`src/rtl/qte_pkg.sv`:
```
// Shared types, constants and helper functions of the quaternion-to-trimmed-Euler core.
// Used by the front end, the item queue, the back end and the top level.
// No dependencies.
package qte_pkg;

   localparam int CORDIC_STEPS_DFLT = 16;
   localparam int QUEUE_DEPTH_DFLT  = 2;
   localparam int CNT_W             = 5;

   // Report codes in the mode field.
   localparam logic [2:0] MODE_ROT  = 3'd0;
   localparam logic [2:0] MODE_GYRO = 3'd1;
   localparam logic [2:0] MODE_ZERO = 3'd3;
   localparam logic [2:0] MODE_LOAD = 3'd4;

   // Angle selector of the shared CORDIC unit.
   localparam logic [1:0] ANG_YAW   = 2'd0;
   localparam logic [1:0] ANG_PITCH = 2'd1;
   localparam logic [1:0] ANG_ROLL  = 2'd2;

   // Last step indexes of the multiply sequence and the square root.
   localparam logic [CNT_W-1:0] MUL_LAST  = 5'd12;
   localparam logic [CNT_W-1:0] SQRT_LAST = 5'd30;
   localparam logic [5:0]       SQRT_TOP  = 6'd60;
   localparam int               SQ_W      = 62;

   localparam logic signed [31:0] DEG90     = 32'sd589824000;
   localparam logic signed [20:0] RATE_GAIN = 21'sd733386;

   typedef enum logic [2:0] {
      OP_ROT,
      OP_GYRO,
      OP_ZERO,
      OP_LOAD,
      OP_NOP
   } op_type;

   typedef enum logic [3:0] {
      ST_IDLE,
      ST_MUL,
      ST_SQRT,
      ST_CINIT,
      ST_CITER,
      ST_POST1,
      ST_POST2,
      ST_APPLY,
      ST_OUT
   } st_type;

   typedef struct packed {
      op_type             op;
      logic signed [15:0] quat_i;
      logic signed [15:0] quat_j;
      logic signed [15:0] quat_k;
      logic signed [15:0] quat_real;
      logic signed [15:0] gyro;
      logic [1:0]         accuracy;
      logic signed [15:0] trim_pitch;
      logic signed [15:0] trim_roll;
   } item_type;

   typedef struct packed {
      logic empty;
      logic full;
   } q_stat_type;

   // Arctangent of 2^-i in centidegrees scaled by 65536.
   function automatic logic [28:0] atan_entry(input logic [CNT_W-1:0] idx);
      logic [28:0] v;
      case (idx)
         5'd0:    v = 29'd294912000;
         5'd1:    v = 29'd174096719;
         5'd2:    v = 29'd91987925;
         5'd3:    v = 29'd46694507;
         5'd4:    v = 29'd23437865;
         5'd5:    v = 29'd11730358;
         5'd6:    v = 29'd5866610;
         5'd7:    v = 29'd2933484;
         5'd8:    v = 29'd1466764;
         5'd9:    v = 29'd733385;
         5'd10:   v = 29'd366693;
         5'd11:   v = 29'd183346;
         5'd12:   v = 29'd91673;
         5'd13:   v = 29'd45837;
         5'd14:   v = 29'd22918;
         5'd15:   v = 29'd11459;
         5'd16:   v = 29'd5730;
         5'd17:   v = 29'd2865;
         5'd18:   v = 29'd1432;
         5'd19:   v = 29'd716;
         5'd20:   v = 29'd358;
         5'd21:   v = 29'd179;
         5'd22:   v = 29'd90;
         5'd23:   v = 29'd45;
         default: v = 29'd0;
      endcase
      return v;
   endfunction

   // Wraps an angle into -18000..17999 centidegrees.
   function automatic logic signed [15:0] wrap180(input logic signed [19:0] a);
      logic signed [19:0] v;
      v = a + 20'sd18000;
      if (v < 0) begin
         v = v + 20'sd36000;
      end else if (v >= 20'sd36000) begin
         v = v - 20'sd36000;
      end
      return 16'(v - 20'sd18000);
   endfunction

endpackage

```
`src/rtl/qte_queue.sv`:
```
// Short FIFO of decoded reports between the front end and the back end.
// Depends on qte_pkg.
module qte_queue #(
   parameter int DEPTH = qte_pkg::QUEUE_DEPTH_DFLT
) (
   input  logic                clock,
   input  logic                reset,
   input  logic                push,
   input  qte_pkg::item_type   push_item,
   input  logic                pop,
   output qte_pkg::item_type   head_item,
   output qte_pkg::q_stat_type stat
);
   import qte_pkg::*;

   localparam int PW = (DEPTH > 1) ? $clog2(DEPTH) : 1;
   localparam int CW = $clog2(DEPTH + 1);

   item_type        entry_ff [DEPTH];
   logic [PW-1:0]   wr_ptr_ff, wr_ptr_in;
   logic [PW-1:0]   rd_ptr_ff, rd_ptr_in;
   logic [CW-1:0]   count_ff, count_in;

   always_comb begin
      wr_ptr_in = wr_ptr_ff;
      rd_ptr_in = rd_ptr_ff;
      count_in  = count_ff;
      if (push) begin
         wr_ptr_in = (wr_ptr_ff == PW'(DEPTH - 1)) ? '0 : wr_ptr_ff + 1'b1;
      end
      if (pop) begin
         rd_ptr_in = (rd_ptr_ff == PW'(DEPTH - 1)) ? '0 : rd_ptr_ff + 1'b1;
      end
      if (push && !pop) begin
         count_in = count_ff + 1'b1;
      end else if (pop && !push) begin
         count_in = count_ff - 1'b1;
      end
   end

   always_ff @(posedge clock) begin
      if (reset) begin
         wr_ptr_ff <= '0;
         rd_ptr_ff <= '0;
         count_ff  <= '0;
      end else begin
         wr_ptr_ff <= wr_ptr_in;
         rd_ptr_ff <= rd_ptr_in;
         count_ff  <= count_in;
      end
   end

   always_ff @(posedge clock) begin
      if (push) begin
         entry_ff[wr_ptr_ff] <= push_item;
      end
   end

   assign head_item  = entry_ff[rd_ptr_ff];
   assign stat.empty = (count_ff == '0);
   assign stat.full  = (count_ff == CW'(DEPTH));

   a_count_bound: assert property (@(posedge clock) disable iff (reset)
      count_ff <= CW'(DEPTH)) else $error("queue count overflow");
   a_no_pop_empty: assert property (@(posedge clock) disable iff (reset)
      pop |-> count_ff != '0) else $error("pop from empty queue");
   a_count_track: assert property (@(posedge clock) disable iff (reset)
      (push && !pop) |=> count_ff == $past(count_ff) + 1'b1)
      else $error("queue count lost a push");

endmodule

```
`config.mk`:
```
export PLATFORM = sky130hd
export DESIGN_NAME = qte_queue
export DESIGN_NICKNAME = d
export VERILOG_FILES = /design/src/rtl/qte_pkg.sv /design/src/rtl/qte_queue.sv
export SDC_FILE = /design/constraint.sdc
export NUM_CORES = 1
export LEC_CHECK = 0
export BUFFER_PORTS_ARGS = -buffer_cell sky130_fd_sc_hd__buf_2
export CORE_MARGIN = 5
export CORE_UTILIZATION = 30
export DETAILED_ROUTE_END_ITERATION = 12
export GPL_ROUTABILITY_DRIVEN = 0
export GPL_TIMING_DRIVEN = 0
export SYNTH_ARGS = -nofsm -noshare
export SYNTH_HDL_FRONTEND = slang
export SYNTH_SLANG_ARGS = --single-unit
export TNS_END_PERCENT = 30
```
`constraint.sdc`:
```
create_clock -name clock -period 8.8 [get_ports clock]
set_input_delay 1.32 -clock clock [delete_from_list [all_inputs] [get_ports clock]]
set_output_delay 1.32 -clock clock [all_outputs]
set_load 0.01 [all_outputs]
```
# Word level (Yosys, flattened, before mapping)
# Memory sizes are Yosys's and may differ from the RTL's. A register that Yosys moved wholly into a read port is not among the register bits.
# Index checks and enable logic that the tools add are counted.
dict set report totals {
  ff_bits 4
  elab_cells 23
  memories 1
  ram_bits 234
  output_inout_bits 119
  input_bits 121
}
dict set report op_classes {
  n_eq_ne 1
  reduce_logical 6
  n_addsub 4
  n_mux 8
}
# memory depth word_bits read_ports rd_clocked_by_memory_dff wr line
set mem_list {}
lappend mem_list {entry_ff 2 117 1 1 1 qte_queue.sv:19} ;# item_type entry_ff [DEPTH];
# op n
set op_table {}
lappend op_table {{$mux W1} 6}
lappend op_table {{$mux W2} 2}
lappend op_table {{$add A1 B1 Y1 const B} 2}
lappend op_table {{$add A2 B1 Y2 const B} 1}
lappend op_table {{$eq A2 B2 Y1 const B} 1}
lappend op_table {{$logic_and A1 B1 Y1} 2}
lappend op_table {{$logic_not A1 Y1} 2}
lappend op_table {{$logic_not A2 Y1} 1}
lappend op_table {{$reduce_bool A2 Y1} 1}
lappend op_table {{$sub A2 B1 Y2 const B} 1}

# Longest topological paths before layout
dict set report logic_depth {
  word_depth 4
  ltp_mapped 5
  depth_no_buf 5
}

# Worst setup path before layout
# Ideal clock, no wire load.
dict set report synth_timing {
  path_kind {input -> register}
  start {input push}
  end {memory entry_ff[0][0] in the netlist's numbering, enable pin}
  slack_ns 1.793
  n_path_buf 0
  setup_ns 0.608
  path_stages 1
  t_required_ns 8.192
  arrival_time_ns 6.398
  path_cell_list {nor2b_1}
}
dict set report synth_via {
  elab_chain_len 2
}
# element line
set synth_lines {}
lappend synth_lines {{from (decl)} qte_queue.sv:8} ;# input logic push,
lappend synth_lines {{$mux W1} qte_queue.sv:54} ;# if (push) begin
lappend synth_lines {{$mux W1 (implied by the code)} qte_queue.sv:55} ;# entry_ff[wr_ptr_ff] <= push_item;
lappend synth_lines {{to (decl)} qte_queue.sv:19}
# Every way passes these cells.

==> results list <==
* Outcome: complete, no violations
- Once the floorplan was initialized, standard cells occupied 30.43% of the core.
- Global routing consumed, over all layers together, roughly a tenth of the routing resources.
* Number of core rows: 62
- In this run, the number of DRC markers left after iteration 0 of detailed routing was 214.
* Nets in the synthesized netlist: about 500
- In the final layout, flip-flops and latches occupy around 0.007 sq mm.
* Setup-violating endpoint count in the final report: 0
* Delay of the slowest cell on the worst path: 0.32 ns
* Minimum setup slack among reg-to-reg paths: 7.08 ns
- Most common cell type on the critical path: buf_6
- Total length of routed met3 wires: about 1.9 mm
- Commonest non-fill, non-tap cells in the layout: 247 x buf_2, 234 x edfxtp_1, 87 x mux2_2
- The floorplan step set the die height to 180.9 microns.
- Post-layout net count: 781
- Total vias in the final route: 4460
- Top routing layer in use: met5
- Dominant combinational cell family by area after synthesis: multiplexers
- Number of primary I/O pins: 240
- Clock-pin slew was measured on the worst setup and hold paths at 0.05 ns.
- The cell area that synthesis handed to floorplanning was 0.008758 sq mm.
* Setup ws final: roughly 5.6 ns
- Proportion of synthesized chip area in sequential cells: 81.37%
- R2R Path End: entry_ff[0][100]$_DFFE_PP_
- Summed over all nets, wire length on met2 after detailed routing comes to between 8 and 9 mm.
- Worst Clk Skew: 0.01350 ns
- Fraction of the cycle the final worst path needs: ~36%
- Arrival time at the worst endpoint: 1.83 ns
* Slew headroom: 58.83%
* Share of synthesized area spent on multiplexers: 16.33%
- Crit-path cells: buf_6 -> buf_6 -> buf_6 -> mux2_4 -> buf_2
- Layout fillers: about 2700
- After detailed routing, the total wire length is 17.92 mm.
- Average cell area after synthesis: 22.69 sq um
- The share of total power dissipated in sequential elements is 50.1%.
- In this run, distinct cell masters in the synthesized netlist total 16.
- After clock tree synthesis, the repair step resized 0 gates.
- Leakage power figure: 4.311 nW
* Synth Area in Compound Gates: 0.1143%
- Antenna Violating Nets Remaining: 0
- Total DRC errors in the routed layout: 0
- For this design the total switching power over the nets is 0.5902 mW.
- Synthesized-area fraction occupied by adder cells: 0.1429%
- CTS built an H-tree with a depth of 1.
* Internal: 2.089 mW
- Setup repair after global routing left no endpoint under its margin.
- R2R cell count: 3
* TritonCTS clock tree: yes
* Proportion of layout cells with a drive suffix above 1: between 60 and 70%
- Buffer cell driving the clock tree root: clkbuf_16
- The largest individual stage delay along the critical path comes from the cell dfxtp_1.
- The number of pins with negative max-slew slack in the final report came to 0.
* Leftover overflow at the end of global routing: 0
* Fraction of power consumed by combinational cells: 11.2%
- Switching power share of the total: 22.03%
* Power share of the clock group: 38.7%
- Compared with the post-synthesis result, the final layout area differs by 30.29%.
- Initial DRT Pass Iterations: 5
* Synthesized-area fraction occupied by and/or/nand/nor cells: 0.5000%
- Gate count of the mapped netlist: a little under 400
- Total of hold buffers inserted after clock tree synthesis: 0
- Number of buffers created by CTS: 26
- Global-route wire length before repair: 26.86 mm
- Total area of multi-input combinational cells: between 0.0015 and 0.002 sq mm
* Maximum clock frequency: 317.1 MHz
* Nature of the critical path endpoint: primary output
- Final routed wire length divided by cell count: 16.84 microns
- The number of antenna violations at the first check in global routing was 3.
- Core footprint: approximately 0.029 sq mm
- Power spread over the standard cell area amounts to 234.8 mW/mm^2.
- The final hold violation count came to 0.
- End point of the critical path: head_item[82]
- IR analysis of the VDD net gives a maximum drop of 0.0001543 V.
* Hold Worst Slack: 0.5140 ns
- Detailed-routing wirelength on met1: about 6.7 mm
* Slew at the pin with the worst max-slew slack: 0.6162 ns
- For the worst setup path, the data required time is 7.48 ns.
* Total of max-cap violations: 0
- Worst reg2reg startpoint: wr_ptr_ff$_SDFFE_PP0P_
- Clock latency reported for the late side of the worst-skew pair: roughly 0.52 ns
- Crit path max fanout: 10
- Bufs on Longest Clock Path: 3
* Warnings, synthesis: 0
- Pre-CTS worst setup slack: 5.904 ns
* Count of port buffers added during placement: around 240
* Die span in x: between 150 and 200 microns
* Via-per-instance ratio: 4.192
- STA classifies the critical path startpoint as a flop.
- Class of the most critical setup path: flop to primary output
- Number of storage elements in the synthesis netlist: 239
* Placed wire-length estimate: 12.35 mm
* Number of global-route vias before repair: 4842
* Setup repair bufs after CTS: 0
- Die ar.: 0.03271 sq mm
- Final Total Pwr: 2.679 mW
* TritonCTS Sinks: 239
* Core utilization of the finished layout: 39.65%
* Largest net degree at the start of global routing: 54
- Leaving out fill and tap cells, the most frequent cell in the layout is buf_2.
- Clock period minus worst slack: roughly 3.2 ns
- The worst hold path belongs to the class flop to flop.
- After Yosys synthesis, XOR and XNOR cells account for 0.4000% of the synthesized area.
## per-stage QoR
step	area, sq um	cells	TNS [ns]
floorplan	8758	386	0
global placement	10440	1009	-240.80
detailed placement	10580	1015	0
CTS	11410	1063	0
global route	11410	1064	0
finish	11410	1064	0
## state kept, by name, summed over array words and instances (netlist names), named ones only
name       count
count_ff       2
entry_ff     234
rd_ptr_ff      1
wr_ptr_ff      1
## worst min-delay path by stage
stage,cells past startpoint,slack (ns),to,start
2_1_floorplan,2,0.46,count_ff[1]$_SDFFE_PP0P_,count_ff[1]$_SDFFE_PP0P_
3_3_place_gp,2,0.49,count_ff[1]$_SDFFE_PP0P_,count_ff[1]$_SDFFE_PP0P_
3_5_place_dp,2,0.50,flop,rd_ptr_ff$_SDFFE_PP0P_
4_1_cts,2,0.52,flop,rd_ptr_ff$_SDFFE_PP0P_
5_1_grt,2,0.54,count_ff[1]$_SDFFE_PP0P_,count_ff[1]$_SDFFE_PP0P_
6_report,2,0.51,flop,rd_ptr_ff$_SDFFE_PP0P_
## power groups by stage
stage	combinational, mW	clock, mW	sequential, mW
3_5_place_dp	0.308	0	1.37
3_3_place_gp	0.293	0	1.38
2_1_floorplan	0.167	0	1.37
4_1_cts	0.310	1.07	1.34
6_report	0.299	1.04	1.34
5_1_grt	0.326	1.13	1.35
## cells in the mapped netlist
cell type / count / area share [%]
and2_1: 1 / 0.071
inv_1: 1 / 0.043
o21ai_0: 1 / 0.057
edfxtp_1: 234 / 80
mux2_4: 30 / 5.1
dfxtp_1: 5 / 1.1
nor2b_1: 2 / 0.14
ha_1: 1 / 0.14
buf_2: 8 / 0.46
xnor2_1: 2 / 0.20
nor2_1: 5 / 0.21
xor2_1: 2 / 0.20
or3_1: 1 / 0.071
buf_6: 5 / 0.64
a21oi_1: 1 / 0.057
mux2_2: 87 / 11
## cell families (layout without fill, tap and decap cells)
family	Yosys count	in the layout
XOR/XNOR	4	4
AO/OA/AOI/OAI	2	2
multiplexers	117	117
flip-flops	239	239
AND/OR/NAND/NOR	9	9
buffers and inverters	14	307
adder cells (fa/ha/maj)	1	1
other	0	1
## final cells by class
type / count / share of cell area [%]
Timing Repair Buffer: 245 / 11.67
Buffer: 13 / 0.8443
Clock buffer: 30 / 6.020
Clock inverter: 18 / 1.239
Sequential cell: 239 / 62.46
Inverter: 1 / 0.03289
Antenna cell: 1 / 0.02193
Multi-Input combinational cell: 133 / 13.51
Tap cell: 384 / 4.211
## layer usage
metal  up-vias  global-route usage (%)
met5         -                       0
met4         4                   2.995
met3        37                   4.565
met2       176                   17.56
met1      2159                   11.98
li1       2084                       -
## critical path, delay by kind of cell, from the launching register on
kind | cells | cell delay (ns)
buffers and inverters | 4 | 0.68
DFF | 1 | 0.32
muxes | 1 | 0.31
Note: power is estimated with default switching activity, not from simulation.
