## src/rtl/qte_pkg.sv

```systemverilog
// Shared types, constants and helper functions of the quaternion-to-trimmed-Euler core.
// Used by the front end, the item queue, the back end and the top level.
// No dependencies.
package qte_pkg;

   localparam int CORDIC_STEPS_DFLT = 16;
   localparam int QUEUE_DEPTH_DFLT  = 2;
   localparam int CNT_W             = 5;

   // Report codes in the mode field.
   localparam logic [2:0] MODE_ROT  = 3'd0;
   localparam logic [2:0] MODE_GYRO = 3'd1;
   localparam logic [2:0] MODE_ZERO = 3'd3;
   localparam logic [2:0] MODE_LOAD = 3'd4;

   // Angle selector of the shared CORDIC unit.
   localparam logic [1:0] ANG_YAW   = 2'd0;
   localparam logic [1:0] ANG_PITCH = 2'd1;
   localparam logic [1:0] ANG_ROLL  = 2'd2;

   // Last step indexes of the multiply sequence and the square root.
   localparam logic [CNT_W-1:0] MUL_LAST  = 5'd12;
   localparam logic [CNT_W-1:0] SQRT_LAST = 5'd30;
   localparam logic [5:0]       SQRT_TOP  = 6'd60;
   localparam int               SQ_W      = 62;

   localparam logic signed [31:0] DEG90     = 32'sd589824000;
   localparam logic signed [20:0] RATE_GAIN = 21'sd733386;

   typedef enum logic [2:0] {
      OP_ROT,
      OP_GYRO,
      OP_ZERO,
      OP_LOAD,
      OP_NOP
   } op_type;

   typedef enum logic [3:0] {
      ST_IDLE,
      ST_MUL,
      ST_SQRT,
      ST_CINIT,
      ST_CITER,
      ST_POST1,
      ST_POST2,
      ST_APPLY,
      ST_OUT
   } st_type;

   typedef struct packed {
      op_type             op;
      logic signed [15:0] quat_i;
      logic signed [15:0] quat_j;
      logic signed [15:0] quat_k;
      logic signed [15:0] quat_real;
      logic signed [15:0] gyro;
      logic [1:0]         accuracy;
      logic signed [15:0] trim_pitch;
      logic signed [15:0] trim_roll;
   } item_type;

   typedef struct packed {
      logic empty;
      logic full;
   } q_stat_type;

   // Arctangent of 2^-i in centidegrees scaled by 65536.
   function automatic logic [28:0] atan_entry(input logic [CNT_W-1:0] idx);
      logic [28:0] v;
      case (idx)
         5'd0:    v = 29'd294912000;
         5'd1:    v = 29'd174096719;
         5'd2:    v = 29'd91987925;
         5'd3:    v = 29'd46694507;
         5'd4:    v = 29'd23437865;
         5'd5:    v = 29'd11730358;
         5'd6:    v = 29'd5866610;
         5'd7:    v = 29'd2933484;
         5'd8:    v = 29'd1466764;
         5'd9:    v = 29'd733385;
         5'd10:   v = 29'd366693;
         5'd11:   v = 29'd183346;
         5'd12:   v = 29'd91673;
         5'd13:   v = 29'd45837;
         5'd14:   v = 29'd22918;
         5'd15:   v = 29'd11459;
         5'd16:   v = 29'd5730;
         5'd17:   v = 29'd2865;
         5'd18:   v = 29'd1432;
         5'd19:   v = 29'd716;
         5'd20:   v = 29'd358;
         5'd21:   v = 29'd179;
         5'd22:   v = 29'd90;
         5'd23:   v = 29'd45;
         default: v = 29'd0;
      endcase
      return v;
   endfunction

   // Wraps an angle into -18000..17999 centidegrees.
   function automatic logic signed [15:0] wrap180(input logic signed [19:0] a);
      logic signed [19:0] v;
      v = a + 20'sd18000;
      if (v < 0) begin
         v = v + 20'sd36000;
      end else if (v >= 20'sd36000) begin
         v = v - 20'sd36000;
      end
      return 16'(v - 20'sd18000);
   endfunction

endpackage

```

## src/rtl/qte_req_if.sv

```systemverilog
// Request channel of the quaternion-to-trimmed-Euler core: one sensor report per beat.
// No dependencies.
interface qte_req_if;
   logic               valid;
   logic               ready;
   logic [2:0]         mode;
   logic signed [15:0] quat_i;
   logic signed [15:0] quat_j;
   logic signed [15:0] quat_k;
   logic signed [15:0] quat_real;
   logic signed [15:0] gyro_y;
   logic signed [15:0] gyro_z;
   logic [7:0]         report_status;
   logic signed [15:0] trim_pitch_in;
   logic signed [15:0] trim_roll_in;

   modport source (
      output valid, mode, quat_i, quat_j, quat_k, quat_real, gyro_y, gyro_z,
             report_status, trim_pitch_in, trim_roll_in,
      input  ready
   );
   modport sink (
      input  valid, mode, quat_i, quat_j, quat_k, quat_real, gyro_y, gyro_z,
             report_status, trim_pitch_in, trim_roll_in,
      output ready
   );
endinterface

```

## src/rtl/qte_front.sv

```systemverilog
// Front end: takes request beats, decodes the report type and picks the gyro axis.
// Depends on qte_pkg and qte_req_if.
module qte_front (
   input  logic                   clock,
   input  logic                   reset,
   input  logic                   mount_vertical,
   qte_req_if.sink                req_ch,
   input  qte_pkg::q_stat_type    q_stat,
   output logic                   q_push,
   output qte_pkg::item_type      q_item
);
   import qte_pkg::*;

   op_type op;

   always_comb begin
      unique case (req_ch.mode)
         MODE_ROT:  op = OP_ROT;
         MODE_GYRO: op = OP_GYRO;
         MODE_ZERO: op = OP_ZERO;
         MODE_LOAD: op = OP_LOAD;
         default:   op = OP_NOP;
      endcase
   end

   assign req_ch.ready = !q_stat.full;
   assign q_push       = req_ch.valid && !q_stat.full;

   always_comb begin
      q_item.op         = op;
      q_item.quat_i     = req_ch.quat_i;
      q_item.quat_j     = req_ch.quat_j;
      q_item.quat_k     = req_ch.quat_k;
      q_item.quat_real  = req_ch.quat_real;
      q_item.gyro       = mount_vertical ? req_ch.gyro_y : req_ch.gyro_z;
      q_item.accuracy   = req_ch.report_status[1:0];
      q_item.trim_pitch = req_ch.trim_pitch_in;
      q_item.trim_roll  = req_ch.trim_roll_in;
   end

   // A push never lands on a full queue.
   a_no_push_full: assert property (@(posedge clock) disable iff (reset)
      q_push |-> !q_stat.full) else $error("push while queue full");
   // Ready follows the queue space alone.
   a_ready_space: assert property (@(posedge clock) disable iff (reset)
      !q_stat.full |-> req_ch.ready) else $error("ready low with queue space");
   // With a vertical mount, a stored gyro value is the y axis chosen by the mount.
   a_gyro_axis: assert property (@(posedge clock) disable iff (reset)
      (q_push && mount_vertical) |-> q_item.gyro == req_ch.gyro_y)
      else $error("wrong gyro axis");

endmodule

```

## src/flat_wrapper.sv

```systemverilog
// flat-port wrapper written by rule: the top's interface ports become plain ports
module qte_front_flat import qte_pkg::*;
  (clock, reset, mount_vertical, q_stat, q_push, q_item, req_ch_valid, req_ch_mode, req_ch_quat_i, req_ch_quat_j, req_ch_quat_k, req_ch_quat_real, req_ch_gyro_y, req_ch_gyro_z, req_ch_report_status, req_ch_trim_pitch_in, req_ch_trim_roll_in, req_ch_ready);
  qte_req_if req_ch_i ();
  input  logic clock;
  input  logic reset;
  input  logic mount_vertical;
  input  qte_pkg::q_stat_type q_stat;
  output logic q_push;
  output qte_pkg::item_type q_item;
  input wire logic [$bits(req_ch_i.valid)-1:0] req_ch_valid;
  input wire logic [$bits(req_ch_i.mode)-1:0] req_ch_mode;
  input wire logic [$bits(req_ch_i.quat_i)-1:0] req_ch_quat_i;
  input wire logic [$bits(req_ch_i.quat_j)-1:0] req_ch_quat_j;
  input wire logic [$bits(req_ch_i.quat_k)-1:0] req_ch_quat_k;
  input wire logic [$bits(req_ch_i.quat_real)-1:0] req_ch_quat_real;
  input wire logic [$bits(req_ch_i.gyro_y)-1:0] req_ch_gyro_y;
  input wire logic [$bits(req_ch_i.gyro_z)-1:0] req_ch_gyro_z;
  input wire logic [$bits(req_ch_i.report_status)-1:0] req_ch_report_status;
  input wire logic [$bits(req_ch_i.trim_pitch_in)-1:0] req_ch_trim_pitch_in;
  input wire logic [$bits(req_ch_i.trim_roll_in)-1:0] req_ch_trim_roll_in;
  output wire logic [$bits(req_ch_i.ready)-1:0] req_ch_ready;
  assign req_ch_i.valid = req_ch_valid;
  assign req_ch_i.mode = req_ch_mode;
  assign req_ch_i.quat_i = req_ch_quat_i;
  assign req_ch_i.quat_j = req_ch_quat_j;
  assign req_ch_i.quat_k = req_ch_quat_k;
  assign req_ch_i.quat_real = req_ch_quat_real;
  assign req_ch_i.gyro_y = req_ch_gyro_y;
  assign req_ch_i.gyro_z = req_ch_gyro_z;
  assign req_ch_i.report_status = req_ch_report_status;
  assign req_ch_i.trim_pitch_in = req_ch_trim_pitch_in;
  assign req_ch_i.trim_roll_in = req_ch_trim_roll_in;
  assign req_ch_ready = req_ch_i.ready;
  qte_front u_core (.clock(clock), .reset(reset), .mount_vertical(mount_vertical), .req_ch(req_ch_i), .q_stat(q_stat), .q_push(q_push), .q_item(q_item));
endmodule
```

## config.mk

```make
export PLATFORM = sky130hd
export DESIGN_NAME = qte_front_flat
export DESIGN_NICKNAME = d
export VERILOG_FILES = /design/src/rtl/qte_pkg.sv /design/src/rtl/qte_req_if.sv /design/src/rtl/qte_front.sv /design/src/flat_wrapper.sv
export SDC_FILE = /design/constraint.sdc
export NUM_CORES = 1
export LEC_CHECK = 0
export ABC_AREA = 1
export BUFFER_PORTS_ARGS = -buffer_cell sky130_fd_sc_hd__buf_2
export CAP_MARGIN = 10
export CORE_AREA = 2 2 103 105
export DETAILED_ROUTE_END_ITERATION = 16
export DIE_AREA = 0 0 105 107
export PLACE_DENSITY = 0.54
export SYNTH_ARGS = -nofsm -noshare
export SYNTH_HDL_FRONTEND = slang
export SYNTH_SLANG_ARGS = --single-unit
export TNS_END_PERCENT = 20
```

## constraint.sdc

```tcl
create_clock -name vclk -period 0.9
set_clock_uncertainty 0.15 [all_clocks]
set_input_delay 0.135 -clock vclk [all_inputs]
set_output_delay 0.135 -clock vclk [all_outputs]
set_load 0.01 [all_outputs]
```

Yosys cells after proc, flatten, opt, wreduce, memory -nomap -nowiden
Index checks and enable logic that the tools add are counted.

Register bits: 0. Bits of input ports: 145. Output and inout bits: 119. Logic and storage cells: 8.

Equal/unequal tests: 3. Multiplexer cells: 2. Reduce and logical (&&, ||, !) cells: 3.

Operators by type and width (number): two-way mux 16 bit (1); one-hot mux 3 bit (4 select lines) (1); equality test 3 x 1 -> 1 bit, second input constant (1); equality test 3 x 2 -> 1 bit, second input constant (1); equality test 3 bit, second input constant (1); logical NOT 3 bit (1); logical AND 1 bit (1); logical NOT 1 bit (1).

Depth between registers and ports, before layout
Depth after elaboration: 2. Gate-level depth with buffers: 4. Gate-level depth less buffers: 4.

Least setup slack after synthesis
No wires, ideal clock.

Path type: input -> output. Start: input port mount_vertical. End: output port q_item[42] (netlist name). Arrival: 0.548 ns. Required time: 0.615 ns. Path slack: 0.067 ns. Cell stages on the path: 2. Path buffers: 1. Cells stage by stage: buf_6 -> o21ai_0.

RTL lines: start: declaration (RTL line flat_wrapper.sv:7) `input logic mount_vertical;`; end: declaration (RTL line flat_wrapper.sv:10) `output qte_pkg::item_type q_item;`.

==> results.md <==
Power:
- The power density of the placed cells is 453 nW/um^2.
- The share of power burned in registers is 0%.
- Net switching is 48.1% of the power.
- The leakage power summed over all cells is 0.511 nW.
- The analysis attributes to net switching a power of 0.000209 W.
- Of the total power, the clock network draws 0%.
- IR analysis of the VDD net gives a maximum drop of 0.000136 V.
- The combinational share of power is 100.0%.
- The internal power of the cells totals 0.000226 W.

Detailed routing:
- The number of vias in the routed layout is 692.
- The number of remaining DRC errors is 0.
- The post-detailed-routing wire length is 2700 um.
- The average detailed-routed wire length per instance is 10.4 um.
- The remaining antenna violation count after routing is 0.
- The first-pass detailed-route iteration total is 4.
- The ratio of routed vias to standard cells is 2.65.
- The number of violations reported at the end of detailed-routing iteration 0 is 10.

Floorplanning:
- The total die area is 11,200 um^2.
- The die boundary height is 107 um.
- The row count is 37.
- 264 I/O pins were placed.
- The placeable core region is 10,100 um^2.
- The initial core utilization is 10.3%.
- The die width is 105 um.

Place:
- In this run the tool buffered the top-level ports with 59 buffer cells.
- Once placement finished, the instance area stood at 756 um^2.
- The detailed-placement wirelength estimate is 2010 um.
- Counting tap cells, the placed design contains a total of 258 instances.
- The congestion estimate from routability-driven global placement came to 0.707.

Layout:
- The library cell used most frequently in the layout, excluding fill and tap cells, is sky130_fd_sc_hd__buf_2.
- Compared with the post-synthesis result, the final layout area differs by -7.70%.
- The count of fill cells added during filler insertion is 1,239.
- The filler-free cell count of the finished design is 261.
- The count of clock-net buffers in the final layout is 0.
- The area of the multi-input gates is 282 um^2.
- The top cell types in the final layout, fill and taps aside, are sky130_fd_sc_hd__buf_2 (54), sky130_fd_sc_hd__inv_1 (19), sky130_fd_sc_hd__nand2_2 (11).
- In the finished design the tool counted flip-flops and latches totalling 0.
- The final antenna diode count is 0.
- The sequential standard cell area is 0 um^2.
- The post-route netlist has 71.2% of its cells at a drive strength greater than 1.
- The count of nets after finishing is 272.
- The final standard cell area without fillers is 960 um^2.

Clock network:
- The post-cts hold buffer count is 0.
- The buffers inserted during post-CTS setup optimization is 0.

Timing:
- Timing would allow up to 1060 MHz.
- The setup slack after layout is -47.7 ps.
- The worst pin sits at a relative slew slack of 92.3%.
- For the pin with the worst max-slew slack, the measured transition is 115 ps.
- The hold violation total from the final report is 0.
- Counting I/O delays and the setup requirement, the final critical path takes 948 ps.
- Setup violations remaining at the end of the flow were counted as 17.
- Setup repair after global routing could not meet its margin everywhere.
- The final max-slew violation count is 0.
- The share of the clock period used by the worst path is 105%.
- In the final timing run, aggregate negative setup slack is -487 ps.
- Hold timing on the final database bottoms out at a slack of 120 ps.

Synth:
- The mean instance size in the synthesized netlist is 6.38 um^2.
- In this run the cell area of the synthesized design comes to 1040 um^2.
- The gate count after technology mapping is 163.
- The number of distinct library cell variants in the gate-level netlist after synthesis is 8.
- For this run, the number of Yosys warnings is 0.
- The sequential fraction of the synthesis area is 0%.
- Synthesis produced a netlist with a net count of 308.

Worst setup path:
- The worst setup path is launched from an input port.
- The maximum fanout encountered on the critical timing path is 8.
- The kind of end point of the critical path is an output pin.
- The worst setup path category is in -> out.
- STA puts the critical path data required time at 610 ps.
- Data on the critical path arrives at its endpoint at 660 ps.

Global route:
- The via count of the first global-routing pass is 676.
- The overflow left after global routing is 0.
- The initial antenna violation count is 0.
- In the global route stage, overall resource usage came out at 4.23%.
- Entering global routing, the biggest net connects 9 pins.
- The first-pass GRT wire length is 3850 um.

Flow run:
- Max-cap violations in this run came to 0.

Status:
- The run finished, with violations left.
- The final reports fail on setup timing.

Hold path:
- The path class of the tightest hold or removal check is in -> out.
[layout make-up]
type / count / share of cell area (%)
timing repair buffer: 63 / 44.9
tap: 136 / 17.7
multi-input combinational: 42 / 29.3
inverter: 20 / 8.08
[repair_timing]
item	4_1_cts	5_1_grt
endpoints found under the hold margin	0	0
gates cloned	3	0
resized for setup	30	20
pin swaps	16	0
endpoints found under the setup margin	17	18
[per-stage QoR]
step	setup WS (ps)	utilization (%)	power [W]
floorplan	67.3	-	0.000589
global placement	-131	7.49	0.000305
detailed placement	-123	7.49	0.000304
CTS	-40.4	8.78	0.000389
global route	-60.4	9.51	0.000466
finish	-47.7	9.51	0.000435
[logic make-up (layout without fill, tap and decap cells)]
| group | after synthesis | count (layout) | synth area share, % |
|---|---|---|---|
| AOI/OAI and AO/OA | 18 | 18 | 10.1 |
| and+or+nand+nor | 24 | 24 | 8.66 |
| buffers and inverters | 121 | 83 | 81.2 |
[per-layer routing]
metal	routed length (um)	global-route usage, %
met5	0	0
met4	237	4.00
met3	367	2.19
met2	1120	5.38
met1	979	4.96
[power by group through the flow]
stage | Combinational (W) | Clock (W) | Sequential [W]
2_1_floorplan | 0.000589 | 0 | 0
3_3_place_gp | 0.000305 | 0 | 0
3_5_place_dp | 0.000304 | 0 | 0
4_1_cts | 0.000389 | 0 | 0
5_1_grt | 0.000466 | 0 | 0
6_report | 0.000435 | 0 | 0
[worst paths after layout]
path | slack [ps] | start | cells after the start | endpoint
worst max-delay path | -50 | mount_vertical | 4 | q_item[39]
worst min-delay path | 120 | req_ch_trim_pitch_in[0] | 0 | q_item[16]
[worst max-delay path, stage by stage]
cell and delay [ps]:
sky130_fd_sc_hd__buf_12 120, sky130_fd_sc_hd__buf_16 140, sky130_fd_sc_hd__o21ai_2 110, sky130_fd_sc_hd__buf_2 140
[synthesized netlist by cell type]
library cell,n,area [um^2]
sky130_fd_sc_hd__buf_4,98,736
sky130_fd_sc_hd__o21ai_0,12,60.1
sky130_fd_sc_hd__o21ai_2,4,35.0
sky130_fd_sc_hd__buf_6,3,33.8
sky130_fd_sc_hd__nand2_1,19,71.3
sky130_fd_sc_hd__a21oi_1,2,10.0
sky130_fd_sc_hd__nor2_1,5,18.8
sky130_fd_sc_hd__inv_1,20,75.1
Power figures use the tool's default switching activity.
